File: src/design/spq_pkg.sv
// Shared types and constants for the sorted priority queue.
package spq_pkg;

    localparam int DEPTH  = 8;
    localparam int CNT_W  = $clog2(DEPTH + 1);
    localparam int DATA_W = 32;
    localparam int FILL_W = 4;

    typedef enum logic {
        CMD_ENQ = 1'b0,
        CMD_DEQ = 1'b1
    } t_cmd;

    typedef enum logic [1:0] {
        ST_OK       = 2'd0,
        ST_OVERFLOW = 2'd1,
        ST_EMPTY    = 2'd2
    } t_status;

    typedef struct packed {
        logic                     valid;
        logic signed [DATA_W-1:0] item;
        logic signed [DATA_W-1:0] prio;
    } t_entry;

    typedef struct packed {
        logic                     enq;
        logic                     deq;
        logic signed [DATA_W-1:0] item;
        logic signed [DATA_W-1:0] prio;
    } t_ctl;

endpackage

File: src/design/spq_if.sv
// Handshake interfaces for the request and result channels.
interface spq_in_if;
    import spq_pkg::*;
    logic                     valid;
    logic                     ready;
    logic                     cmd;
    logic signed [DATA_W-1:0] item_value;
    logic signed [DATA_W-1:0] priority_req;

    modport source (output valid, cmd, item_value, priority_req, input ready);
    modport sink   (input valid, cmd, item_value, priority_req, output ready);
endinterface

interface spq_out_if;
    import spq_pkg::*;
    logic                     valid;
    logic                     ready;
    logic [1:0]               status;
    logic signed [DATA_W-1:0] out_item;
    logic signed [DATA_W-1:0] out_priority;
    logic [FILL_W-1:0]        fill_count;

    modport source (output valid, status, out_item, out_priority, fill_count, input ready);
    modport sink   (input valid, status, out_item, out_priority, fill_count, output ready);
endinterface

File: src/design/spq_cell.sv
// One slot of the sorted shift chain: hold, shift in from a neighbor, or load the new entry.
module spq_cell
    import spq_pkg::*;
(
    input  logic   i_clk,
    input  logic   i_rst_n,
    input  t_ctl   i_ctl,
    input  t_entry i_prev,
    input  logic   i_prev_take,
    input  t_entry i_next,
    output t_entry o_entry,
    output logic   o_take
);

    t_entry r_entry;
    t_entry n_entry;

    // Take part in the insert when empty or holding a strictly larger priority.
    assign o_take = !r_entry.valid || (r_entry.prio > i_ctl.prio);

    always_comb begin
        n_entry = r_entry;
        if (i_ctl.deq) begin
            n_entry = i_next;
        end else if (i_ctl.enq && o_take) begin
            if (i_prev_take) begin
                n_entry = i_prev;
            end else begin
                n_entry.valid = 1'b1;
                n_entry.item  = i_ctl.item;
                n_entry.prio  = i_ctl.prio;
            end
        end
    end

    always_ff @(posedge i_clk) begin
        r_entry.item <= n_entry.item;
        r_entry.prio <= n_entry.prio;
        if (!i_rst_n) begin
            r_entry.valid <= 1'b0;
        end else begin
            r_entry.valid <= n_entry.valid;
        end
    end

    assign o_entry = r_entry;

endmodule

File: src/design/sorted_priority_queue.sv
// Top level of the sorted priority queue: cell chain, entry count and result register.
//
// Usage:
//   i_in carries one request per beat: cmd (enqueue or dequeue), item_value
//   and priority_req. o_out returns exactly one result beat per request:
//   status (ok, overflow, empty), out_item, out_priority and fill_count.
//   Entries sit in a chain of DEPTH cells kept sorted by priority, lowest at
//   cell 0. An enqueue compares the new priority in every cell at once; the
//   cells at and behind the insert point shift back one place and the new
//   entry lands after every entry whose priority is not greater, so equal
//   priorities leave in arrival order. A dequeue shifts the whole chain
//   forward one place and returns what cell 0 held.
//   The result is registered and appears in the cycle after the request beat.
//   Throughput: one request per cycle while the receiver keeps taking results.
//   A full queue rejects an enqueue with overflow; an empty queue answers a
//   dequeue with empty; the queue is left unchanged in both cases.
//   Reset clears all cell valid bits and the count; no result is pending.
//   When the receiver stalls, the result register holds its beat and the
//   request channel drops ready until that beat is taken.
module sorted_priority_queue
    import spq_pkg::*;
(
    input  logic       i_clk,
    input  logic       i_rst_n,
    spq_in_if.sink     i_in,
    spq_out_if.source  o_out
);

    // Chain wiring: one extra slot, at index DEPTH, serves both boundary neighbors.
    t_entry             w_entry [DEPTH+1];
    logic               w_take  [DEPTH+1];
    t_ctl               w_ctl;

    logic               w_accept;
    logic               w_full;
    logic               w_empty;

    logic [CNT_W-1:0]   r_count;
    logic [CNT_W-1:0]   n_count;

    logic               r_out_valid;
    logic [1:0]         r_status;
    logic signed [DATA_W-1:0] r_item;
    logic signed [DATA_W-1:0] r_prio;
    logic [FILL_W-1:0]  r_fill;

    logic [1:0]         n_status;
    logic signed [DATA_W-1:0] n_item;
    logic signed [DATA_W-1:0] n_prio;

    // Accept a new request whenever the result slot is free or being drained.
    assign i_in.ready = !r_out_valid || o_out.ready;
    assign w_accept   = i_in.valid && i_in.ready;

    assign w_full  = (r_count == CNT_W'(DEPTH));
    assign w_empty = (r_count == '0);

    always_comb begin
        w_ctl.enq  = w_accept && (i_in.cmd == CMD_ENQ) && !w_full;
        w_ctl.deq  = w_accept && (i_in.cmd == CMD_DEQ) && !w_empty;
        w_ctl.item = i_in.item_value;
        w_ctl.prio = i_in.priority_req;
    end

    // The far end of the chain feeds an empty slot on dequeue.
    assign w_entry[DEPTH] = '0;

    // Cell 0 has no predecessor, so it always loads the new entry when it takes.
    assign w_take[DEPTH] = 1'b0;

    genvar g;
    generate
        for (g = 0; g < DEPTH; g++) begin : g_cell
            t_entry w_prev;
            logic   w_prev_take;
            if (g == 0) begin : g_head
                assign w_prev      = '0;
                assign w_prev_take = w_take[DEPTH];
            end else begin : g_body
                assign w_prev      = w_entry[g-1];
                assign w_prev_take = w_take[g-1];
            end
            spq_cell u_cell (
                .i_clk       (i_clk),
                .i_rst_n     (i_rst_n),
                .i_ctl       (w_ctl),
                .i_prev      (w_prev),
                .i_prev_take (w_prev_take),
                .i_next      (w_entry[g+1]),
                .o_entry     (w_entry[g]),
                .o_take      (w_take[g])
            );
        end
    endgenerate

    // Count and result contents for the accepted request.
    always_comb begin
        n_count  = r_count;
        n_status = ST_OK;
        n_item   = '0;
        n_prio   = '0;
        if (w_ctl.enq) begin
            n_count = r_count + CNT_W'(1);
        end else if (w_ctl.deq) begin
            n_count = r_count - CNT_W'(1);
            n_item  = w_entry[0].item;
            n_prio  = w_entry[0].prio;
        end else if (i_in.cmd == CMD_ENQ) begin
            n_status = ST_OVERFLOW;
        end else begin
            n_status = ST_EMPTY;
        end
    end

    always_ff @(posedge i_clk) begin
        if (!i_rst_n) begin
            r_count     <= '0;
            r_out_valid <= 1'b0;
        end else begin
            r_count <= n_count;
            if (w_accept) begin
                r_out_valid <= 1'b1;
            end else if (o_out.ready) begin
                r_out_valid <= 1'b0;
            end
        end
    end

    // Result payload: load on accept, hold otherwise.
    always_ff @(posedge i_clk) begin
        if (w_accept) begin
            r_status <= n_status;
            r_item   <= n_item;
            r_prio   <= n_prio;
            r_fill   <= FILL_W'(n_count);
        end
    end

    assign o_out.valid        = r_out_valid;
    assign o_out.status       = r_status;
    assign o_out.out_item     = r_item;
    assign o_out.out_priority = r_prio;
    assign o_out.fill_count   = r_fill;

endmodule

File: src/flat_wrapper.sv
// flat-port wrapper written by rule: the top's interface ports become plain ports
module sorted_priority_queue_flat import spq_pkg::*;
  (i_clk, i_rst_n, i_in_valid, i_in_cmd, i_in_item_value, i_in_priority_req, i_in_ready, o_out_valid, o_out_status, o_out_out_item, o_out_out_priority, o_out_fill_count, o_out_ready);
  spq_in_if i_in_i ();
  spq_out_if o_out_i ();
  input  logic i_clk;
  input  logic i_rst_n;
  input wire logic [$bits(i_in_i.valid)-1:0] i_in_valid;
  input wire logic [$bits(i_in_i.cmd)-1:0] i_in_cmd;
  input wire logic [$bits(i_in_i.item_value)-1:0] i_in_item_value;
  input wire logic [$bits(i_in_i.priority_req)-1:0] i_in_priority_req;
  output wire logic [$bits(i_in_i.ready)-1:0] i_in_ready;
  output wire logic [$bits(o_out_i.valid)-1:0] o_out_valid;
  output wire logic [$bits(o_out_i.status)-1:0] o_out_status;
  output wire logic [$bits(o_out_i.out_item)-1:0] o_out_out_item;
  output wire logic [$bits(o_out_i.out_priority)-1:0] o_out_out_priority;
  output wire logic [$bits(o_out_i.fill_count)-1:0] o_out_fill_count;
  input wire logic [$bits(o_out_i.ready)-1:0] o_out_ready;
  assign i_in_i.valid = i_in_valid;
  assign i_in_i.cmd = i_in_cmd;
  assign i_in_i.item_value = i_in_item_value;
  assign i_in_i.priority_req = i_in_priority_req;
  assign i_in_ready = i_in_i.ready;
  assign o_out_valid = o_out_i.valid;
  assign o_out_status = o_out_i.status;
  assign o_out_out_item = o_out_i.out_item;
  assign o_out_out_priority = o_out_i.out_priority;
  assign o_out_fill_count = o_out_i.fill_count;
  assign o_out_i.ready = o_out_ready;
  sorted_priority_queue u_core (.i_clk(i_clk), .i_rst_n(i_rst_n), .i_in(i_in_i), .o_out(o_out_i));
endmodule
File: config.mk
export PLATFORM = sky130hd
export DESIGN_NAME = sorted_priority_queue_flat
export DESIGN_NICKNAME = d
export VERILOG_FILES = /design/src/design/spq_pkg.sv /design/src/design/spq_if.sv /design/src/design/spq_cell.sv /design/src/design/sorted_priority_queue.sv /design/src/flat_wrapper.sv
export SDC_FILE = /design/constraint.sdc
export NUM_CORES = 2
export LEC_CHECK = 0
export BUFFER_PORTS_ARGS = -buffer_cell sky130_fd_sc_hd__buf_2
export CAP_MARGIN = 20
export CORE_MARGIN = 3
export CORE_UTILIZATION = 35
export CTS_CLUSTER_SIZE = 25
export DETAILED_ROUTE_END_ITERATION = 16
export HOLD_SLACK_MARGIN = 0.08
export PLACE_DENSITY = 0.49
export SLEW_MARGIN = 30
export SYNTH_ARGS = -nofsm -noshare
export SYNTH_HDL_FRONTEND = slang
export SYNTH_SLANG_ARGS = --single-unit
File: constraint.sdc
create_clock -name i_clk -period 15.4 [get_ports i_clk]
set_input_delay 1.54 -clock i_clk [delete_from_list [all_inputs] [get_ports i_clk]]
set_output_delay 1.54 -clock i_clk [all_outputs]
set_load 0.01 [all_outputs]
==> run summary <==
drc violations: 0
GRT overflow: 0
status: completed
register area: 17,100 µm²
sum of negative setup slack: 0 ps
unrepaired setup endpoints after global routing: no
internal power: 0.00407 W
chip height: 318 µm
I/O pins: 141
dominant synthesized flop cell: edfxtp_1
Final Routed Wirelength: 110,000 µm
die area: 101,000 µm²
hold depth: 2
post-synth net total: 3,527
worst skew pair latency: 630 ps
syn avg cell area: 10.6 µm²
sw frac: 0.352
WP data arrival: 6080 ps
Critical Path RT: 15,730 ps
# fillers: 9,174
PwrDens: 165 nW/µm²
# resized after CTS: 0
delay-heaviest family, CP: buffers and inverters
Worst-Margin Slew: 1060 ps
Worst path slowest cell: nor4_1
total power: 0.00629 W
Placer Congestion: 0.866
VDD IR max: 0.0696 mV
final setup vio count: 0
crit end category: flip-flop
Initial Util: 0.356
WP depth: 12
clk buf depth: 3
Clk pin slew, worst setup/hold paths: 60 ps
Reg power frac: 0.429
Syn Inst Count: 3,200
Max Fanout on Critical Path: 64
largest net degree at the start of global routing: 233
max-cap viol count: 0
P&R area growth vs syn: 11.9%
Seq/Total Area, Yosys: 0.502
Post-synth EDFFs: 518
Switching Power: 0.00221 W
1st-iter DRT viols: 2,356
combinational power share: 0.300
Clock power frac: 0.272
min cycle time layout: 5750 ps
max-slew violations: 0
Synth cell types: 68
NumNets Final: 3,538
Yosys reg bits: 595
WP buf/inv: 4
CTS tree: yes
Max stage delay on crit path: 950 ps
layout cells sized above 1: 0.111
first-pass GRT wire length: 164,000 µm
Startpoint Class: input port
CTS buffer count: 70
Lkg Pwr: 15.1 nW
Ys Warns: 0
ANT nets after route: 0
worst path cell trace: buf_2 -> inv_1 -> ha_1 -> nand4_1 -> nor4_1 -> o311a_1 -> nor4_1 -> nor2_4 -> buf_4 -> buf_4 -> mux2i_1 -> o21ai_0
# hold bufs at CTS: 0
area of the multi-input gates: 15,800 µm²
type of the worst min-delay path: flip-flop to flip-flop
initial antenna violation count: 14
wire per inst: 24.2 µm
PortBufs: 140
chip width: 318 µm
Vias/cell: 5.63
clock skew: 33.6 ps
f_max: 174 MHz
GRT Total Usage: 0.211
Mapped Area: 34,100 µm²
hpwl dp: 68,600 µm
First-pass DRT Iterations: 6
slew margin rel.: 0.286
final period utilization: 0.374
Crit Path Class: input port to flip-flop
H-tree depth reported by CTS: 3
CTS root buf: clkbuf_16
worst-case reg-to-reg path depth: 10
Core ar.: 95,700 µm²
CTS Sinks: 595
row cnt: 113
vias in the first global route: 25.2k
Hold Vio Cnt, Final: 0
postcts setup bufs: 0
post-synthesis async set-or-reset flop share: 0
vias: 25.5k
-- layer usage --
layer	routed length, µm	global-route usage	vias to the layer above
li1	-	-	12000
met1	50100	0.291	12600
met2	50400	0.339	811
met3	6130	0.0310	155
met4	3030	0.0694	4
met5	28	0	-
-- sequential cells by signal (all words and copies together), names as in the netlist --
register and flops:
u_core.o_out.out_item 32, u_core.o_out.fill_count 4, u_core.o_out.valid 1, u_core.g_cell.u_cell.o_entry 520, u_core.o_out.out_priority 32, u_core.o_out.status 2, u_core.r_count 4
-- power by group through the flow --
stage	logic, W	clock network [W]	registers (W)
finish	0.00188	0.00171	0.00269
global route	0.00208	0.00182	0.00274
CTS	0.00188	0.00175	0.00269
detailed placement	0.00187	0	0.00272
global placement	0.00182	0	0.00271
floorplan	0.00131	0	0.00261
-- kinds of logic after synthesis --
| family | share of synthesized area |
|---|---|
| flip-flops | 0.502 |
| XOR/XNOR | 0.000772 |
| AND/OR/NAND/NOR | 0.132 |
| AO/OA/AOI/OAI | 0.139 |
| buffers and inverters | 0.0386 |
| multiplexers | 0.0929 |
| adder cells (fa/ha/maj) | 0.0948 |
-- stage by stage --
step                instances  setup WS, ps  hold WS, ps  area [µm²]  utilization
global placement         4401          8850          495       35700        0.373
CTS                      4530          9790          482       38000        0.397
detailed placement       4402          9120          500       35700        0.373
floorplan                3200          6650          465       34100            -
finish                   4538          9650          477       38100        0.398
global route             4535          9480          521       38100        0.398
-- cell usage after synthesis (all sizes together), types with 8 or more instances --
| library cell | count | area share |
|---|---|---|
| a211oi | 74 | 0.026 |
| nor4 | 14 | 0.0030 |
| mux2i | 316 | 0.093 |
| clkbuf | 169 | 0.019 |
| ha | 258 | 0.095 |
| nand4 | 54 | 0.0099 |
| o21ai | 227 | 0.033 |
| nor2 | 179 | 0.020 |
| o21a | 8 | 0.0018 |
| nand2 | 487 | 0.054 |
| a21boi | 9 | 0.0020 |
| buf | 66 | 0.014 |
| o211ai | 140 | 0.031 |
| edfxtp | 518 | 0.46 |
| nor2b | 12 | 0.0022 |
| dfxtp | 77 | 0.045 |
| and3 | 65 | 0.012 |
| a21oi | 205 | 0.030 |
| a21o | 15 | 0.0033 |
| inv | 58 | 0.0064 |
| nor3 | 13 | 0.0019 |
| nand3 | 158 | 0.023 |
-- tightest hold or removal path: stages, from the launching register on --
cell,delay [ps]
dfxtp_1,330
nand2_1,60
a21boi_0,60
-- cells in the final DEF, fill, tap and decap left out, types with 6 or more instances in the layout --
master / Yosys / layout
clkbuf_8: 0 / 8
diode_2: 0 / 6
clkbuf_1: 169 / 22
a21boi_0: 9 / 9
bufinv_16: 0 / 7
nand2_1: 487 / 480
and3_1: 64 / 64
a21o_1: 15 / 15
buf_4: 13 / 21
a211oi_1: 10 / 10
clkinv_2: 0 / 6
dfxtp_1: 77 / 77
edfxtp_1: 518 / 518
nor2b_1: 12 / 12
nor2_1: 178 / 178
nand4_1: 54 / 54
and4_1: 6 / 6
o21ai_0: 188 / 186
nand2_4: 0 / 7
o221ai_1: 6 / 6
ha_1: 258 / 258
buf_6: 9 / 7
clkinv_1: 0 / 8
o21a_1: 8 / 8
a21oi_1: 205 / 205
mux2i_1: 316 / 316
o21ai_1: 39 / 39
a211oi_2: 64 / 64
o211ai_1: 139 / 139
clkbuf_16: 0 / 71
nand3_1: 158 / 158
buf_2: 33 / 140
inv_1: 58 / 57
nor4_1: 13 / 11
nor3_1: 13 / 12
-- path summary, 6_finish.rpt --
| kind | start | endpoint | slack (ps) |
|---|---|---|---|
| max | i_in_priority_req[27] | u_core.g_cell[2].u_cell.o_entry[29]$_DFFE_PP_ | 9650 |
| min | u_core.g_cell[7].u_cell.o_entry[64]$_SDFFE_PP0P_ | u_core.g_cell[6].u_cell.o_entry[64]$_SDFFE_PN0P_ | 480 |
| max reg2reg | u_core.g_cell[0].u_cell.o_entry[31]$_DFFE_PP_ | u_core.g_cell[1].u_cell.o_entry[30]$_DFFE_PP_ | 10460 |
| min reg2reg | u_core.g_cell[7].u_cell.o_entry[64]$_SDFFE_PP0P_ | u_core.g_cell[6].u_cell.o_entry[64]$_SDFFE_PN0P_ | 480 |
-- cell type report --
| type | instances | area share |
|---|---|---|
| Sequential cell | 595 | 0.449 |
| Inverter | 58 | 0.00584 |
| Clock buffer | 101 | 0.0517 |
| Multi-Input combinational cell | 2312 | 0.415 |
| Clock inverter | 27 | 0.00883 |
| Timing Repair Buffer | 174 | 0.0283 |
| Tap cell | 1265 | 0.0415 |
| Antenna cell | 6 | 0.000394 |
(Power assumes the default switching activity.)
